## src/hw/rtl/vlts_pkg.sv

```systemverilog
`default_nettype none
// ---------------------------------------------------------------------------
// vlts_pkg
// Shared types and constants of the vision link task-switch handler.
// ---------------------------------------------------------------------------
package vlts_pkg;

    // Event kinds carried on s_tuser
    localparam logic [2:0] MODE_RX_BYTE = 3'd0;
    localparam logic [2:0] MODE_TICK    = 3'd1;
    localparam logic [2:0] MODE_SELECT  = 3'd2;
    localparam logic [2:0] MODE_TX_DONE = 3'd3;
    localparam logic [2:0] MODE_LINK_ERR = 3'd4;

    // Link characters
    localparam logic [7:0] CMD_NUMBER = 8'h4E;  // 'N'
    localparam logic [7:0] CMD_BEAN   = 8'h42;  // 'B'
    localparam logic [7:0] ACK_NUMBER = 8'h6E;  // 'n'
    localparam logic [7:0] ACK_BEAN   = 8'h62;  // 'b'
    localparam logic [7:0] CHR_ONE    = 8'h31;  // '1'
    localparam logic [7:0] CHR_FIVE   = 8'h35;  // '5'
    localparam logic [7:0] CHR_L      = 8'h4C;  // 'L'
    localparam logic [7:0] CHR_H      = 8'h48;  // 'H'

    // Semantic codes of the bean task
    localparam logic [3:0] SEM_NONE   = 4'd0;
    localparam logic [3:0] SEM_BEAN_L = 4'd6;
    localparam logic [3:0] SEM_BEAN_H = 4'd7;
    localparam logic [3:0] SEM_BEAN_B = 4'd8;

    localparam logic [15:0] DEFAULT_TIMEOUT = 16'd10000;

    // Register map (byte addresses)
    localparam int          PADDR_W         = 3;
    localparam logic [2:0]  ADDR_TIMEOUT    = 3'd0;

    localparam int S_TDATA_W = 16;
    localparam int M_TDATA_W = 40;

    typedef enum logic [1:0] {
        SW_IDLE    = 2'd0,
        SW_PENDING = 2'd1,
        SW_FAILED  = 2'd2
    } sw_status_t;

    typedef struct packed {
        logic [2:0] mode;
        logic [7:0] rx_byte;
        logic       task_choice;
    } event_t;

    typedef struct packed {
        logic        result_valid;
        logic [3:0]  semantic;
        logic        result_task;
        logic [15:0] sequence_res;
        logic        result_cleared;
        logic        format_error;
        logic        tx_valid;
        logic [7:0]  tx_byte;
        logic [1:0]  switch_state;
        logic        timed_out;
        logic        online;
        logic        selected_task;
    } result_t;

endpackage
`default_nettype wire

```

## src/hw/rtl/vision_link_task_switch_handler.sv

```systemverilog
`default_nettype none
// ---------------------------------------------------------------------------
// vision_link_task_switch_handler
// Host-side task-switch handler of a one-character vision coprocessor link.
// ---------------------------------------------------------------------------
// Every input beat is one event (received byte, tick, task select, tx done,
// link error) and yields exactly one result beat with the link status after
// that event. The block takes one event per clock while the master
// side keeps taking results: the event sits in an input register, the
// event logic works on it in one pass and the result lands in an output
// register, which drives m_tvalid. Back-pressure on the master side
// stalls the pipeline only once both registers are full. The acknowledge
// timeout register (switch_timeout_ticks, byte address 0, reset 10000,
// zero acts as one) is counted in tick events, not clock cycles, and must
// be written while the block is idle.
// ---------------------------------------------------------------------------
module vision_link_task_switch_handler (
    input  wire logic                             clk,
    input  wire logic                             rst_n,
    // event stream
    input  wire logic                             s_tvalid,
    output logic                                  s_tready,
    input  wire logic [vlts_pkg::S_TDATA_W-1:0]   s_tdata,  // rx_byte[7:0], task_choice[8], 0
    input  wire logic [2:0]                       s_tuser,  // mode[2:0]
    // result stream
    output logic                                  m_tvalid,
    input  wire logic                             m_tready,
    // result_valid[0], semantic[4:1], result_task[5], sequence_res[21:6],
    // result_cleared[22], format_error[23], tx_valid[24], tx_byte[32:25],
    // switch_state[34:33], timed_out[35], online[36], selected_task[37], 0
    output logic [vlts_pkg::M_TDATA_W-1:0]        m_tdata,
    // configuration
    input  wire logic                             psel,
    input  wire logic                             penable,
    input  wire logic                             pwrite,
    input  wire logic [vlts_pkg::PADDR_W-1:0]     paddr,
    input  wire logic [31:0]                      pwdata,
    output logic [31:0]                           prdata,
    output logic                                  pready
);
    import vlts_pkg::*;

    logic        item_valid;
    event_t      item;
    result_t     result;
    logic        out_free;
    logic        advance;
    logic [15:0] timeout_reg;

    // an event moves on when the result register can take its result
    assign advance = item_valid && out_free;

    // APB: zero wait states, single register
    assign pready = 1'b1;
    assign prdata = (paddr == ADDR_TIMEOUT) ? {16'd0, timeout_reg} : 32'd0;

    always_ff @(posedge clk or negedge rst_n)
    begin
        if (!rst_n)
        begin
            timeout_reg <= DEFAULT_TIMEOUT;
        end
        else if (psel && penable && pwrite && pready && paddr == ADDR_TIMEOUT)
        begin
            timeout_reg <= pwdata[15:0];
        end
    end

    vlts_in_stage u_in (
        .clk        (clk),
        .rst_n      (rst_n),
        .s_tvalid   (s_tvalid),
        .s_tready   (s_tready),
        .s_tdata    (s_tdata),
        .s_tuser    (s_tuser),
        .advance    (advance),
        .item_valid (item_valid),
        .item       (item)
    );

    vlts_core u_core (
        .clk           (clk),
        .rst_n         (rst_n),
        .advance       (advance),
        .item          (item),
        .timeout_ticks (timeout_reg),
        .result        (result)
    );

    vlts_out_stage u_out (
        .clk      (clk),
        .rst_n    (rst_n),
        .load     (advance),
        .result   (result),
        .free     (out_free),
        .m_tvalid (m_tvalid),
        .m_tready (m_tready),
        .m_tdata  (m_tdata)
    );

`ifndef NO_ASSERTIONS
    // input side stalls only when both pipeline registers are full
    a_stall_full: assert property (@(posedge clk) disable iff (!rst_n)
        !s_tready |-> (item_valid && m_tvalid && !m_tready))
        else $error("input stalled with a free pipeline slot");

    // a sent command is always one of the two task commands
    a_tx_byte: assert property (@(posedge clk) disable iff (!rst_n)
        (m_tvalid && m_tdata[24]) |->
            (m_tdata[32:25] == CMD_NUMBER || m_tdata[32:25] == CMD_BEAN))
        else $error("bad command byte");

    // a published result has a semantic code and no format error
    a_result: assert property (@(posedge clk) disable iff (!rst_n)
        (m_tvalid && m_tdata[0]) |-> (m_tdata[4:1] != SEM_NONE && !m_tdata[23]))
        else $error("malformed published result");

    // timeout leaves the switch failed and the link offline
    a_timeout: assert property (@(posedge clk) disable iff (!rst_n)
        (m_tvalid && m_tdata[35]) |-> (m_tdata[34:33] == SW_FAILED || m_tdata[24])
            && !m_tdata[36])
        else $error("timeout without failure");
`endif

endmodule
`default_nettype wire

```

## src/hw/rtl/vlts_in_stage.sv

```systemverilog
`default_nettype none
// ---------------------------------------------------------------------------
// vlts_in_stage
// Input register: captures one event beat and holds it until the core
// hands its result to the output register.
// ---------------------------------------------------------------------------
module vlts_in_stage (
    input  wire logic                             clk,
    input  wire logic                             rst_n,
    input  wire logic                             s_tvalid,
    output logic                                  s_tready,
    input  wire logic [vlts_pkg::S_TDATA_W-1:0]   s_tdata,  // rx_byte[7:0], task_choice[8]
    input  wire logic [2:0]                       s_tuser,  // mode[2:0]
    input  wire logic                             advance,
    output logic                                  item_valid,
    output vlts_pkg::event_t                      item
);
    import vlts_pkg::*;

    logic   valid_reg;
    event_t item_reg;

    assign s_tready   = !valid_reg || advance;
    assign item_valid = valid_reg;
    assign item       = item_reg;

    always_ff @(posedge clk or negedge rst_n)
    begin
        if (!rst_n)
        begin
            valid_reg <= 1'b0;
        end
        else if (s_tready)
        begin
            valid_reg <= s_tvalid;
        end
    end

    always_ff @(posedge clk)
    begin
        if (s_tready && s_tvalid)
        begin
            item_reg.mode        <= s_tuser;
            item_reg.rx_byte     <= s_tdata[7:0];
            item_reg.task_choice <= s_tdata[8];
        end
    end

endmodule
`default_nettype wire

```

## src/hw/rtl/vlts_core.sv

```systemverilog
`default_nettype none
// ---------------------------------------------------------------------------
// vlts_core
// Link state and the single-pass event logic; state commits on advance.
// ---------------------------------------------------------------------------
module vlts_core (
    input  wire logic              clk,
    input  wire logic              rst_n,
    input  wire logic              advance,
    input  wire vlts_pkg::event_t  item,
    input  wire logic [15:0]       timeout_ticks,
    output vlts_pkg::result_t      result
);
    import vlts_pkg::*;

    logic        cur_task_reg,  cur_task_next;
    logic        want_task_reg, want_task_next;
    logic        queued_reg,    queued_next;
    logic        awaiting_reg,  awaiting_next;
    sw_status_t  status_reg,    status_next;
    logic [15:0] countdown_reg, countdown_next;
    logic        tx_busy_reg,   tx_busy_next;
    logic [15:0] seq_reg,       seq_next;
    logic        alive_reg,     alive_next;

    logic        acked;
    logic [3:0]  sem;
    logic [15:0] cd_dec;

    always_comb
    begin
        cur_task_next  = cur_task_reg;
        want_task_next = want_task_reg;
        queued_next    = queued_reg;
        awaiting_next  = awaiting_reg;
        status_next    = status_reg;
        countdown_next = countdown_reg;
        tx_busy_next   = tx_busy_reg;
        seq_next       = seq_reg;
        alive_next     = alive_reg;
        result         = '0;
        acked          = (item.rx_byte == ACK_BEAN);
        cd_dec         = (countdown_reg != 16'd0) ? countdown_reg - 16'd1 : 16'd0;

        // classify under the committed task
        sem = SEM_NONE;
        if (!cur_task_reg)
        begin
            if (item.rx_byte >= CHR_ONE && item.rx_byte <= CHR_FIVE)
            begin
                sem = item.rx_byte[3:0];
            end
        end
        else if (item.rx_byte == CHR_L)
        begin
            sem = SEM_BEAN_L;
        end
        else if (item.rx_byte == CHR_H)
        begin
            sem = SEM_BEAN_H;
        end
        else if (item.rx_byte == CMD_BEAN)
        begin
            sem = SEM_BEAN_B;
        end

        case (item.mode)
            MODE_RX_BYTE:
            begin
                if (item.rx_byte == ACK_NUMBER || item.rx_byte == ACK_BEAN)
                begin
                    if (awaiting_reg && acked == want_task_reg)
                    begin
                        awaiting_next         = 1'b0;
                        cur_task_next         = acked;
                        status_next           = SW_IDLE;
                        result.result_cleared = 1'b1;
                        alive_next            = 1'b1;
                    end
                end
                else if (!queued_reg && !awaiting_reg)
                begin
                    if (sem != SEM_NONE)
                    begin
                        result.result_valid = 1'b1;
                        result.semantic     = sem;
                        result.result_task  = cur_task_reg;
                        result.sequence_res = seq_reg;
                        seq_next            = seq_reg + 16'd1;
                        alive_next          = 1'b1;
                    end
                    else
                    begin
                        result.format_error = 1'b1;
                    end
                end
            end
            MODE_TICK:
            begin
                // running wait counts down before a queued command goes out
                if (awaiting_reg)
                begin
                    countdown_next = cd_dec;
                    if (cd_dec == 16'd0)
                    begin
                        awaiting_next    = 1'b0;
                        status_next      = SW_FAILED;
                        alive_next       = 1'b0;
                        result.timed_out = 1'b1;
                    end
                end
                if (queued_reg && !tx_busy_reg)
                begin
                    result.tx_valid = 1'b1;
                    result.tx_byte  = want_task_reg ? CMD_BEAN : CMD_NUMBER;
                    tx_busy_next    = 1'b1;
                    queued_next     = 1'b0;
                    awaiting_next   = 1'b1;
                    countdown_next  = (timeout_ticks == 16'd0) ? 16'd1 : timeout_ticks;
                end
            end
            MODE_SELECT:
            begin
                want_task_next        = item.task_choice;
                queued_next           = 1'b1;
                awaiting_next         = 1'b0;
                status_next           = SW_PENDING;
                result.result_cleared = 1'b1;
            end
            MODE_TX_DONE:
            begin
                tx_busy_next = 1'b0;
            end
            MODE_LINK_ERR:
            begin
                alive_next = 1'b0;
            end
            default:
            begin
                // unused kinds only report state
            end
        endcase

        result.switch_state  = status_next;
        result.online        = alive_next;
        result.selected_task = cur_task_next;
    end

    always_ff @(posedge clk or negedge rst_n)
    begin
        if (!rst_n)
        begin
            cur_task_reg  <= 1'b0;
            want_task_reg <= 1'b0;
            queued_reg    <= 1'b0;
            awaiting_reg  <= 1'b0;
            status_reg    <= SW_IDLE;
            countdown_reg <= 16'd0;
            tx_busy_reg   <= 1'b0;
            seq_reg       <= 16'd1;
            alive_reg     <= 1'b0;
        end
        else if (advance)
        begin
            cur_task_reg  <= cur_task_next;
            want_task_reg <= want_task_next;
            queued_reg    <= queued_next;
            awaiting_reg  <= awaiting_next;
            status_reg    <= status_next;
            countdown_reg <= countdown_next;
            tx_busy_reg   <= tx_busy_next;
            seq_reg       <= seq_next;
            alive_reg     <= alive_next;
        end
    end

endmodule
`default_nettype wire

```

## src/hw/rtl/vlts_out_stage.sv

```systemverilog
`default_nettype none
// ---------------------------------------------------------------------------
// vlts_out_stage
// Result register: holds one result beat until the sink takes it.
// ---------------------------------------------------------------------------
module vlts_out_stage (
    input  wire logic                             clk,
    input  wire logic                             rst_n,
    input  wire logic                             load,
    input  wire vlts_pkg::result_t                result,
    output logic                                  free,
    output logic                                  m_tvalid,
    input  wire logic                             m_tready,
    output logic [vlts_pkg::M_TDATA_W-1:0]        m_tdata
);
    import vlts_pkg::*;

    logic    valid_reg;
    result_t res_reg;

    assign free     = !valid_reg || m_tready;
    assign m_tvalid = valid_reg;
    assign m_tdata  = {2'b00,
                       res_reg.selected_task,
                       res_reg.online,
                       res_reg.timed_out,
                       res_reg.switch_state,
                       res_reg.tx_byte,
                       res_reg.tx_valid,
                       res_reg.format_error,
                       res_reg.result_cleared,
                       res_reg.sequence_res,
                       res_reg.result_task,
                       res_reg.semantic,
                       res_reg.result_valid};

    always_ff @(posedge clk or negedge rst_n)
    begin
        if (!rst_n)
        begin
            valid_reg <= 1'b0;
        end
        else if (free)
        begin
            valid_reg <= load;
        end
    end

    always_ff @(posedge clk)
    begin
        if (load)
        begin
            res_reg <= result;
        end
    end

endmodule
`default_nettype wire

```

## config.mk

```make
export PLATFORM = sky130hd
export DESIGN_NAME = vision_link_task_switch_handler
export DESIGN_NICKNAME = d
export VERILOG_FILES = /design/src/hw/rtl/vlts_pkg.sv /design/src/hw/rtl/vision_link_task_switch_handler.sv /design/src/hw/rtl/vlts_in_stage.sv /design/src/hw/rtl/vlts_core.sv /design/src/hw/rtl/vlts_out_stage.sv
export SDC_FILE = /design/constraint.sdc
export NUM_CORES = 1
export LEC_CHECK = 0
export BUFFER_PORTS_ARGS = -buffer_cell sky130_fd_sc_hd__buf_2
export CORE_ASPECT_RATIO = 0.9
export CORE_MARGIN = 2
export CORE_UTILIZATION = 45
export CTS_CLUSTER_SIZE = 24
export DETAILED_ROUTE_END_ITERATION = 7
export PLACE_DENSITY = 0.66
export SETUP_SLACK_MARGIN = 0.4
export SYNTH_ARGS = -nofsm -noshare
export SYNTH_HDL_FRONTEND = slang
export SYNTH_SLANG_ARGS = --single-unit
export TNS_END_PERCENT = 20
```

## constraint.sdc

```tcl
create_clock -name clk -period 2.7 [get_ports clk]
set_clock_uncertainty 0.05 [all_clocks]
set_input_delay 0.405 -clock clk [delete_from_list [all_inputs] [get_ports clk]]
set_output_delay 0.405 -clock clk [all_outputs]
set_load 0.05 [all_outputs]
```

**Word level (Yosys, flattened, before mapping)**

Cells that the tools add are included.

- Output and inout bits: 75
- Input bits: 61
- Bits in registers: 108

- Multiplexer cells: 43
- Bitwise operators: 4
- Order comparisons: 2
- Eq/ne operators: 13
- Reduce and logical (&&, ||, !) cells: 37
- Add/subtract/negate cells: 2

Operators by type and width:

| operator | number |
|---|---|
| $mux 16 | 5 |
| $eq 8x7->1 const B | 5 |
| $logic_not 16->1 | 2 |
| $mux 4 | 6 |
| $mux 22 | 1 |
| $mux 1 | 20 |
| $add 16x1->16 const B | 1 |
| $reduce_bool 16->1 | 1 |
| $sub 16x1->16 const B | 1 |
| $logic_and 1x1->1 | 9 |
| $mux 9 | 1 |
| $reduce_and 3->1 | 3 |
| $ge 8x6->1 const B | 1 |
| $le 8x6->1 const B | 1 |
| $mux 2 | 4 |
| $eq 3x2->1 const B | 2 |
| $logic_not 3->1 | 2 |
| $ne 2x1->1 const B | 3 |
| $pmux 1 s2 | 3 |
| $pmux 1 s3 | 2 |
| $pmux 2 s3 | 1 |
| $reduce_and 2->1 | 3 |
| $reduce_bool 2->1 | 3 |
| $logic_not 1->1 | 5 |
| other kinds (11) | 16 |

**Depth between registers and ports, before layout**

Gate-level depths: netlist (run 1).

- Depth in word-level cells: 10
- Gate-level depth with buffers: 9
- Mapped depth without buffers: 8

**Hierarchy**

Synthesis (run 1) repeated with hierarchy kept, for this count alone.

- Cell total of the unflattened synthesis: 478
- Area, all modules: 5371.4 um2

By module, submodules not included:

| module | sequential area each (um2) | area an instance (um2) | cells each | times used |
|---|---|---|---|---|
| vlts_core | 1002.2 | 2870.3 | 345 | 1 |
| vlts_out_stage | 1166.1 | 1207.4 | 44 | 1 |
| vision_link_task_switch_handler | 406.6 | 879.6 | 73 | 1 |
| vlts_in_stage | 385.4 | 414.1 | 16 | 1 |

**Least setup slack after synthesis (run 1)**

OpenSTA, ideal clock, no wires.

- Path type: reg-to-reg
- Start point: register u_out.valid_reg (netlist: u_out.m_tvalid)
- End point: register u_core.seq_reg[5]
- Period minus slack after synthesis: 2.670 ns
- Arrival time: 2.496 ns
- Slack: 0.030 ns
- Cell stages (with the launch flop): 7
- Path buffers: 1
- Path through: dfrtp_1 nand2b_1 nand2_2 inv_2 clkbuf_1 nand4_1 xnor2_1

- Word-level cells in the longest chain between the ends: 4

Ends and longest elaborated chain:

| element | line | text |
|---|---|---|
| start: declaration | vlts_out_stage.sv:18 | `logic valid_reg;` |
| start signal: assignment | vlts_out_stage.sv:45 | `valid_reg <= load;` |
| $logic_not 1->1 | vlts_out_stage.sv:21 | `assign free = !valid_reg \|\| m_tready;` |
| $logic_or 1x1->1 | vlts_out_stage.sv:21 |  |
| $logic_and 1x1->1 | vision_link_task_switch_handler.sv:51 | `assign advance = item_valid && out_free;` |
| via advance | vision_link_task_switch_handler.sv:47 | `logic advance;` |
| $reduce_and 5->1 (no source line) | n/a |  |
| end signal: assignment | vlts_core.sv:172 | `seq_reg <= seq_next;` |
| end: declaration | vlts_core.sv:23 | `logic [15:0] seq_reg, seq_next;` |

The timed path passes the listed nets, and every way through them passes these cells.
A chain may end at the register's enable or synchronous reset.

**Final worst setup path (run 1)**

- Start point: register u_core.countdown_reg[10]
- End point: register u_core.status_reg[1]

- Word-level cells in the longest chain between the ends: 6
- Elaborated cells on any way between the ends: 7
- Those cells by class: add/sub: 1; mux: 4; reduce/logical: 2

Ends and longest elaborated chain:

| element | line | text |
|---|---|---|
| start: declaration | vlts_core.sv:21 | `logic [15:0] countdown_reg, countdown_next;` |
| start signal: assignment | vlts_core.sv:170 | `countdown_reg <= countdown_next;` |
| $sub 16x1->16 or $reduce_bool 16->1 (tied branches) | vlts_core.sv:43 | `cd_dec = (countdown_reg != 16'd0) ? countdown_reg - 16'd1 : 16'd0;` |
| $mux 16 (*) | vlts_core.sv:43 |  |
| $logic_not 16->1 (*) | vlts_core.sv:104 | `if (cd_dec == 16'd0)` |
| $mux 2 (*) | vlts_core.sv:104 |  |
| $mux 2 (*) | vlts_core.sv:101 | `if (awaiting_reg)` |
| $pmux 2 s3 (*) | vlts_core.sv:67 | `case (item.mode)` |
| end signal: assignment | vlts_core.sv:169 | `status_reg <= status_next;` |
| end: declaration | vlts_core.sv:20 | `sw_status_t status_reg, status_next;` |

Every way passes the cells marked *; elsewhere a longest branch is shown, timed or not.

==> results.txt, run 1 <==
status - completed
Nets - 647
PwrDens - 759 mW/mm²
P_leak - 2.68 nW
Tcrit/Tclk final - 0.899
largest net degree at the start of global routing - 33
f_max - 0.412 GHz
Vias - 3,952
CTS root buf - clkbuf_16
shortest period the worst path allows - 2.43 ns
Placer Congestion - 0.877
synthesized area - 0.00515 mm²
PortBufs - 89
Starting Density - 0.456
critical path's most frequent cell - or3_4
adder-cell share of the synthesized area - 0.00486
critical path peak fanout - 3
Synth Area in Compound Gates - 0.117
Final Core Density - 0.559
Die Y - 106 µm
Hold Vio Cnt, Final - 0
initial antenna violation count - 0
post-detail-place hpwl - 7.73 mm
critical path type - flop to flop
Synth Flop Type - dfrtp_1
area of the multi-input gates - 0.00227 mm²
routed len/inst - 14.9 µm
Antenna Nets Post-Route - 0
CP peak stage delay - 0.55 ns
Crit path required time - 2.89 ns
H-tree lvl count - 3
yosys warns - 0
CTS buffer count - 9
Post-synth ARST share - 0.569
leading area contributor after synthesis - edfxtp_1
ANT cells - 0
Worst Setup Start Kind - flop
Synth Instances - 475
WL final - 11.1 mm
slowest CP cell - or4_4
worst slew pin tran - 0.684 ns
post-synthesis xor/xnor area fraction - 0.0306
CTS Sinks - 102
max reg flops - 32
vias in the first global route - 3,766
CTS tree - built
Filler cells - 958
Area Overhead vs Synth - 22.5%
IR drop worst, VDD - 525 µV
Total GRT Usage - 0.192
Cell variety after synth - 66
RSZ-0062 raised after global routing - yes
delay-heaviest family, CP - simple AND/OR/NAND/NOR gates
sequential fraction of the synthesis area - 0.540
DR vias/cell - 5.30
number of iterations in the first detailed-routing pass - 4
largest family of logic cells by synthesized area - simple AND/OR/NAND/NOR gates
Rows - 37
Max-cap violations - 0
Max clock buf depth - 2
Starting DRT DRC Count - 290
Core Region - 0.0113 mm²
die area - 0.0123 mm²
Worst-path clk slew - 0.07 ns
Setup TNS - 0 ns
post-synthesis mux area share - 0.0435
worst-skew pair later-pin latency - 0.36 ns
Arr. time, crit path - 2.62 ns
share of layout cells above drive strength 1 - 0.331
Rel. slew slack - 0.544
Area contributors post-synth - edfxtp_1, dfrtp_1, and2_1
Hold Path Class - input pin to flop
FF/Latch Area - 0.00278 mm²
num ports - 136
global-route wire length before repair - 18.4 mm
post-synthesis simple-gate area fraction - 0.200
setup violators final - 0
Mean Syn Cell Area - 10.8 µm²
flops & latches, synth - 102
remaining global-route overflow - 0
top-area cell type share of the netlist area - 0.256
CP endpoint kind - flop
WP buf/inv - 1
worst-path cell chain - or4_4, or3_4, or3_4, nand4_4, buf_6, nor3_2, or3b_1
Die Width - 117 µm
fin. max-slew vios - 0
Post-route DRC - 0
number of flops mapped to enable cells by yosys - 44
-- cell usage after synthesis, types with 3 or more instances --
cell type	n
dfrtp_1	52
edfxtp_1	44
and2_1	39
nor2_1	31
o21ai_0	29
buf_4	26
a21oi_1	21
clkbuf_1	20
mux2_2	18
nand2_1	17
nor3_1	16
xnor2_1	16
inv_1	12
nand4_1	11
nand3_1	10
nor4_1	9
a22oi_1	6
a31oi_1	6
dfstp_2	6
a32oi_1	5
and3_1	5
and4_1	5
nand2b_1	5
nor2b_1	5
a211oi_1	3
a211oi_2	3
o211ai_1	3
o21ai_1	3
-- area by class of cell --
cell class	count	share of cell area
clock buffers	10	0.0363
well taps	156	0.0309
repair buffers	123	0.112
multi-input cells	335	0.360
inverters	13	0.00773
flip-flops and latches	102	0.441
clock inverters	6	0.0127
-- routing by layer --
layer,GRT usage,vias up,part of all wire
met2,0.280,131,0.45
li1,-,1911,-
met3,0.0512,20,0.056
met1,0.272,1890,0.48
met5,0,-,0
met4,0.0739,0,0.021
-- timing repair --
action,4_1_cts,5_1_grt
cloned,0,1
setup buffers,3,1
hold endpoints to repair,9,0
endpoints found under the setup margin,56,57
pin swaps,2,1
resized for setup,8,13
hold buffers,1,0
-- cell families after synthesis --
| group | count (synthesis) |
|---|---|
| XOR/XNOR | 18 |
| multiplexers | 20 |
| AND/OR/NAND/NOR | 177 |
| other | 2 |
| AO/OA/AOI/OAI | 94 |
| adder cells (fa/ha/maj) | 2 |
| flip-flops | 102 |
| buffers and inverters | 60 |
-- metrics by stage --
stage	setup WS [ns]	area [µm²]	total power (W)	hold slack, ns	std cells
after detailed placement	0.0957	5850	0.00334	0.280	723
after floorplan	0.330	5270	0.00294	0.0594	496
after CTS	0.256	6240	0.00472	0.157	743
final	0.273	6310	0.00479	0.169	745
after global placement	0.126	5850	0.00332	0.271	723
after global routing	0.195	6310	0.00504	0.151	745
-- cell usage in the layout, fill, tap and decap left out, drive strengths merged, types with 10 or more instances in the layout --
| cell type | netlist | layout |
|---|---|---|
| a21oi | 22 | 22 |
| and2 | 39 | 39 |
| buf | 27 | 122 |
| clkbuf | 20 | 10 |
| conb | 2 | 23 |
| dfrtp | 52 | 52 |
| edfxtp | 44 | 44 |
| inv | 13 | 15 |
| mux2 | 19 | 19 |
| nand2 | 18 | 18 |
| nand3 | 10 | 10 |
| nand4 | 12 | 12 |
| nor2 | 32 | 32 |
| nor3 | 17 | 17 |
| nor4 | 10 | 10 |
| o21ai | 32 | 32 |
| xnor2 | 16 | 16 |
-- final timing paths --
check                                    startpoint              endpoint  slack (ns)  cells past startpoint
setup / recovery           u_core.countdown_reg[10]  u_core.status_reg[1]        0.27                      7
hold / removal                           s_tdata[3]          u_in.item[4]        0.17                      1
setup reg to reg           u_core.countdown_reg[10]  u_core.status_reg[1]        0.27                      7
hold reg to reg                  u_core.seq_reg[15]    u_core.seq_reg[15]        0.42                      1
max in group asynchronous                     rst_n     u_core.seq_reg[0]        1.48                      3
min in group asynchronous                     rst_n       u_in.item_valid        0.44                      2
-- report_power, final --
group,switching [W],internal (W),leakage [nW]
registers,0.000202,0.00183,1.18
clock network,0.000611,0.000736,0.146
logic,0.000860,0.000550,1.35
total,0.00167,0.00312,2.68
Note: power is estimated with default switching activity, not from simulation.
==> run 2, diff against run 1 <==
--- a/config.mk
+++ b/config.mk
@@ -11,7 +11,9 @@
 export CORE_UTILIZATION = 45
 export CTS_CLUSTER_SIZE = 24
 export DETAILED_ROUTE_END_ITERATION = 7
+export HOLD_SLACK_MARGIN = 0.15
 export PLACE_DENSITY = 0.66
+export RECOVER_POWER = 100
 export SETUP_SLACK_MARGIN = 0.4
 export SYNTH_ARGS = -nofsm -noshare
 export SYNTH_HDL_FRONTEND = slang
==> run 2 against run 1 <==
Utilization fell by 0.82 points. Sequential share of layout area rose by 0.66 points. Fmax fell by 1.6%. Via count rose by 0.13%. Hold slack got worse by 0.0012 ns. Clock-buffer cell count did not move. Global-route usage did not move. Critical path depth did not move. Critical endpoint unchanged. Largest cell class unchanged.
==> results.txt, run 2 (synthesized netlist as in run 1, its figures left out) <==
Area Overhead vs Synth - 20.7%
setup violators final - 0 (unchanged)
Vias - 3,957 (+0.13%)
CP endpoint kind - flop
worst-path cell chain - or4_4, or3_4, or3_1, nand4_4, buf_6, nor3_2, or3b_1
Placed Area - 0.00585 mm² (unchanged)
WP buf/inv - 1 (unchanged)
H-tree lvl count - 3 (unchanged)
Max-cap violations - 0 (unchanged)
PortBufs - 89 (unchanged)
IR drop worst, VDD - 526 µV (about the same)
Rows - 37 (unchanged)
Worst-path clk slew - 0.08 ns (about the same)
Starting DRT DRC Count - 297 (+2.4%)
Post-route DRC - 0 (unchanged)
number of iterations in the first detailed-routing pass - 4 (unchanged)
initial antenna violation count - 0 (unchanged)
num ports - 136 (unchanged)
Crit path required time - 2.89 ns (about the same)
Worst Setup Start Kind - flop
Nets - 647 (unchanged)
CTS tree - built
Comb power frac - 0.290 (-0.004)
post-route cell area - 0.00622 mm² (-1.5%)
CTS root buf - clkbuf_16
DR vias/cell - 5.31 (+0.13%)
Antenna Nets Post-Route - 0 (unchanged)
WL final - 11.2 mm (+0.58%)
fin. max-slew vios - 0 (unchanged)
commonest non-fill, non-tap cell in the layout - clkbuf_1
routed len/inst - 15.0 µm (+0.58%)
CTS buffer count - 9 (unchanged)
f_max - 0.405 GHz (-1.6%)
remaining global-route overflow - 0 (unchanged)
crit path from - u_core.countdown_reg[10]
Core Region - 0.0113 mm² (unchanged)
vias in the first global route - 3,766 (unchanged)
CTS Sinks - 102 (unchanged)
PwrDens - 766 mW/mm² (+0.97%)
sequential share of power - 0.427 (+0.002)
R2R Path Start - u_core.countdown_reg[10]
Hold Path Class - input pin to flop
P_leak - 2.47 nW (-7.7%)
delay-heaviest family, CP - simple AND/OR/NAND/NOR gates
global-route wire length before repair - 18.4 mm (unchanged)
Hold Vio Cnt, Final - 0 (unchanged)
Net Sw Power - 0.00167 W (+0.13%)
worst-skew pair later-pin latency - 0.36 ns (about the same)
post-detail-place hpwl - 7.73 mm (unchanged)
Sw Share - 0.351 (+0.00224)
leading cell types in the layout, fill and taps excluded - clkbuf_1, dfrtp_1, edfxtp_1, buf_2, nor2_1
Setup TNS - 0 ns (unchanged)
Placer Congestion - 0.877 (unchanged)
CP peak stage delay - 0.55 ns (about the same)
crit path to - u_core.status_reg[1]
hold path start - s_tdata[3]
share of layout cells above drive strength 1 - 0.231 (-0.100)
Crit. path cell count - 7 (unchanged)
Rel. slew slack - 0.466 (-0.0779)
shortest period the worst path allows - 2.47 ns (+0.0392 ns)
Starting Density - 0.456 (unchanged)
clock share of power - 0.282 (about the same)
slowest CP cell - or4_4
Die Width - 117 µm (unchanged)
Max clock buf depth - 2 (unchanged)
R2R depth - 7 (unchanged)
critical path type - flop to flop
max reg flops - 32 (unchanged)
worst slew pin tran - 0.801 ns (+0.117 ns)
die area - 0.0123 mm² (unchanged)
internal power - 0.00309 W (-0.85%)
largest net degree at the start of global routing - 33 (unchanged)
Die Y - 106 µm (unchanged)
critical path peak fanout - 3 (unchanged)
Arr. time, crit path - 2.66 ns (+0.04 ns)
r2r endpoint - u_core.status_reg[1]
ANT cells - 0 (unchanged)
Total GRT Usage - 0.192 (unchanged)
R2R Setup Slk - 0.23 ns (-0.04 ns)
RSZ-0062 raised after global routing - yes
status - completed
Tcrit/Tclk final - 0.913 (+0.0145)
-- run 2: changes by cell type in the layout (fill, tap and decap cells not counted), moves of 2 or more --
cell	delta
and2_0	+10
and2_1	-10
buf_2	-53
buf_4	-5
clkbuf_1	+56
clkbuf_2	+2
-- run 2: what timing repair did --
item / in CTS / in global routing
cloned: 0 / 1
gates resized for setup: 8 / 13
pin swaps: 2 / 1
setup endpoints to repair: 56 / 57
buffers inserted: 3 / 1
hold buffers: 1 / 0
endpoints found under the hold margin: 9 / 0
-- run 2: per-stage QoR --
stage               hold WS (ns)  power [W]   util  std cells  worst slack [ns]
floorplan                 0.0594    0.00294      -        496             0.330
global placement           0.271    0.00332  0.518        723             0.126
detailed placement         0.280    0.00334  0.518        723            0.0957
CTS                        0.157    0.00472  0.552        743             0.256
global route               0.151    0.00501  0.551        745            0.0982
finish                     0.168    0.00477  0.551        745             0.234
-- run 2: worst register-to-register path, cell delays in order (launching register included) --
cell,delay [ns]
dfrtp_1,0.38
or4_4,0.55
or3_4,0.35
or3_1,0.37
nand4_4,0.13
buf_6,0.10
nor3_2,0.04
or3b_1,0.37
-- run 2: power groups by stage --
| stage | combinational (W) | sequential (W) | clock, W |
|---|---|---|---|
| floorplan | 0.000837 | 0.00211 | 0 |
| global placement | 0.00127 | 0.00205 | 0 |
| detailed placement | 0.00128 | 0.00205 | 0 |
| CTS | 0.00132 | 0.00203 | 0.00137 |
| global route | 0.00151 | 0.00206 | 0.00143 |
| finish | 0.00138 | 0.00204 | 0.00135 |
-- run 2: how the worst min path moves through the flow --
stage                                end  slack (ns)  depth (start not counted)
after floorplan           timeout_reg[0]        0.06                          0
after global placement    timeout_reg[6]        0.27                          1
after detailed placement  timeout_reg[6]        0.28                          1
after CTS                   u_in.item[9]        0.16                          1
after global routing        u_in.item[9]        0.15                          1
final                       u_in.item[4]        0.17                          1
-- run 2: routing by layer --
metal	up-vias	track usage	share of wire
met4	0	0.0739	0.021
met2	126	0.280	0.44
met5	-	0	0
met3	19	0.0512	0.051
li1	1907	-	-
met1	1905	0.272	0.48
-- run 2: area by class of cell --
type	count	area, µm²
Timing Repair Buffer	123	624
Fill cell	999	5080
Clock inverter	6	80.1
Multi-Input combinational cell	335	2260
Clock buffer	10	229
Inverter	13	48.8
Sequential cell	102	2780
Tap cell	156	195
==> run 3, diff against run 2 <==
--- a/config.mk
+++ b/config.mk
@@ -6,15 +6,18 @@
 export NUM_CORES = 1
 export LEC_CHECK = 0
 export BUFFER_PORTS_ARGS = -buffer_cell sky130_fd_sc_hd__buf_2
+export CELL_PAD_IN_SITES_DETAIL_PLACEMENT = 1
+export CELL_PAD_IN_SITES_GLOBAL_PLACEMENT = 1
 export CORE_ASPECT_RATIO = 0.9
 export CORE_MARGIN = 2
-export CORE_UTILIZATION = 45
+export CORE_UTILIZATION = 41
 export CTS_CLUSTER_SIZE = 24
 export DETAILED_ROUTE_END_ITERATION = 7
 export HOLD_SLACK_MARGIN = 0.15
-export PLACE_DENSITY = 0.66
+export PLACE_DENSITY = 0.76
 export RECOVER_POWER = 100
 export SETUP_SLACK_MARGIN = 0.4
+export SLEW_MARGIN = 20
 export SYNTH_ARGS = -nofsm -noshare
 export SYNTH_HDL_FRONTEND = slang
 export SYNTH_SLANG_ARGS = --single-unit
==> run 3 against run 2 <==
The run now ends with max-capacitance violations, max-slew violations left. First-iteration DRC count decreased by 21%. Highest routed layer unchanged. Final cell count grew 1.3%. Final area up 1.8%. Sequential share of layout area is 0.78 points lower. Power grew 2.5%. Fmax shrank 2.5%. Critical path type unchanged. Register-to-register slack lost 0.06 ns. Clock-buffer cell count decreased by 1. Routed wire length grew 18%. Non-clock buffer count increased by 7. Setup slack got worse by 0.063 ns.
==> results.txt, run 3 (synthesized netlist as in run 1, its figures left out) <==
R2R Path Start - u_core.countdown_reg[8]
Nets - 653 (+0.93%)
H-tree lvl count - 3 (unchanged)
Hold Path Class - input pin to flop
global-route wire length before repair - 20.4 mm (+11%)
P_leak - 2.52 nW (+2.1%)
share of layout cells above drive strength 1 - 0.242 (+0.0111)
largest net degree at the start of global routing - 33 (unchanged)
Area Overhead vs Synth - 22.9%
CP endpoint kind - flop
worst-path cell chain - buf_4, nor4_1, buf_4, nand4_1, a2111oi_0, buf_4, nand4_4, a21oi_2, o211ai_1
f_max - 0.395 GHz (-2.5%)
Worst Setup Start Kind - flop
critical path type - flop to flop
critical path peak fanout - 5 (+2)
IR drop worst, VDD - 389 µV (-26%)
critical path's most frequent cell - buf_4
CTS buffer count - 9 (unchanged)
Worst-path clk slew - 0.07 ns (about the same)
WL final - 13.2 mm (+18%)
leading cell types in the layout, fill and taps excluded - clkbuf_1, dfrtp_1, edfxtp_1, buf_2, and2_1
fin. max-slew vios - 29 (+29)
Post-route DRC - 0 (unchanged)
die area - 0.0135 mm² (+9.4%)
hold path start - s_tdata[3]
routed len/inst - 17.5 µm (+17%)
Setup TNS - 0 ns (unchanged)
worst-skew pair later-pin latency - 0.36 ns (about the same)
CTS root buf - clkbuf_16
DR vias/cell - 5.36 (+0.97%)
post-detail-place hpwl - 9.04 mm (+17%)
Die Width - 122 µm (+4.6%)
remaining global-route overflow - 0 (unchanged)
commonest non-fill, non-tap cell in the layout - clkbuf_1
CP peak stage delay - 0.41 ns (-0.14 ns)
setup violators final - 0 (unchanged)
Max clock buf depth - 2 (unchanged)
vias in the first global route - 4,010 (+6.5%)
Max-cap violations - 1 (+1)
ANT cells - 0 (unchanged)
number of iterations in the first detailed-routing pass - 4 (unchanged)
num ports - 136 (unchanged)
Rows - 38 (+2.7%)
Place WS - -0.0181 ns (-0.114 ns)
PwrDens - 771 mW/mm² (+0.66%)
max reg flops - 32 (unchanged)
CTS tree - built
Crit path required time - 2.73 ns (-0.16 ns)
Antenna Nets Post-Route - 0 (unchanged)
post-route cell area - 0.00633 mm² (+1.8%)
post-route setup slack - 0.171 ns (-0.0627 ns)
Starting Density - 0.423 (-0.0328)
Hold Vio Cnt, Final - 0 (unchanged)
Tcrit/Tclk final - 0.937 (+0.0232)
crit path from - u_core.countdown_reg[8]
Final Core Density - 0.520 (-0.0303)
violated checks - max-capacitance violations, max-slew violations
Arr. time, crit path - 2.56 ns (-0.10 ns)
RSZ-0062 raised after global routing - yes
Placed Area - 0.00584 mm² (-0.21%)
Starting DRT DRC Count - 236 (-21%)
Vias - 4,049 (+2.3%)
WP buf/inv - 3 (+2)
Rel. slew slack - -0.172 (-0.638)
CTS Sinks - 102 (unchanged)
Placer Congestion - 0.879 (+0.27%)
slowest CP cell - dfrtp_2
shortest period the worst path allows - 2.53 ns (+0.0627 ns)
status - finished, violations left
delay-heaviest family, CP - compound AO/OA/AOI/OAI gates
Die Y - 110 µm (+4.6%)
worst slew pin tran - 1.76 ns (+0.957 ns)
initial antenna violation count - 0 (unchanged)
Total GRT Usage - 0.196 (+0.00381)
Core Region - 0.0122 mm² (+7.8%)
Filler cells - 1,395 (+40%)
PortBufs - 89 (unchanged)
==> run 3: cell types whose count changed in the layout (fill, tap and decap cells not counted), moves of 3 or more <==
cell / before / now
and2_0: 10 / 5
and2_1: 29 / 34
mux2_1: 1 / 4
mux2_2: 18 / 15
==> run 3: power breakdown <==
group | switching, W | internal, W | leakage, nW | total [W]
clock | 0.000604 | 0.000733 | 0.153 | 0.00134
sequential | 0.000233 | 0.00183 | 1.18 | 0.00207
combinational | 0.000917 | 0.000566 | 1.19 | 0.00148
==> run 3: layout make-up <==
type / count / area (µm²) / area share
clock inverters: 7 / 78.8 / 0.0124
inverters: 13 / 48.8 / 0.00771
clock buffers: 9 / 225 / 0.0356
multi-input cells: 334 / 2300 / 0.364
flip-flops and latches: 102 / 2780 / 0.439
repair buffers: 130 / 693 / 0.109
well taps: 160 / 200 / 0.0316
==> run 3: metrics by stage <==
| stage | hold WS, ns | total power [W] | cells |
|---|---|---|---|
| after floorplan | 0.0594 | 0.00294 | 496 |
| after global placement | 0.406 | 0.00331 | 723 |
| after detailed placement | 0.410 | 0.00337 | 723 |
| after CTS | 0.164 | 0.00482 | 748 |
| after global routing | 0.165 | 0.00513 | 755 |
| final | 0.176 | 0.00489 | 755 |
==> run 3: timing repair <==
item,in CTS,in global routing
hold buffers,1,0
gates cloned,0,1
gates resized for setup,15,16
setup buffers,8,6
endpoints found under the hold margin,27,0
pin swaps,5,4
endpoints found under the setup margin,55,37
==> run 3: worst paths after layout <==
path,end,slack (ns),cells after the start
worst max-delay path,u_out.m_tdata[33],0.17,9
max in group asynchronous,u_core.countdown_reg[3],0.57,2
worst min register to register,u_core.seq_reg[15],0.42,1
min in group asynchronous,u_core.seq_reg[12],1.00,2
worst max register to register,u_out.m_tdata[33],0.17,9
worst min-delay path,u_in.item[4],0.18,1
==> run 3: routing by layer <==
metal	vias up	GRT usage	routed length (µm)
met5	-	0	0
li1	1917	-	-
met1	2000	0.262	6000
met2	125	0.321	6420
met4	0	0.0484	105
met3	7	0.0494	688
==> run 3: worst register-to-register path, stage by stage (launching register included) <==
cell and delay [ns]:
dfrtp_2 0.41, buf_4 0.15, nor4_1 0.30, buf_4 0.20
nand4_1 0.08, a2111oi_0 0.39, buf_4 0.19, nand4_4 0.16
a21oi_2 0.19, o211ai_1 0.14
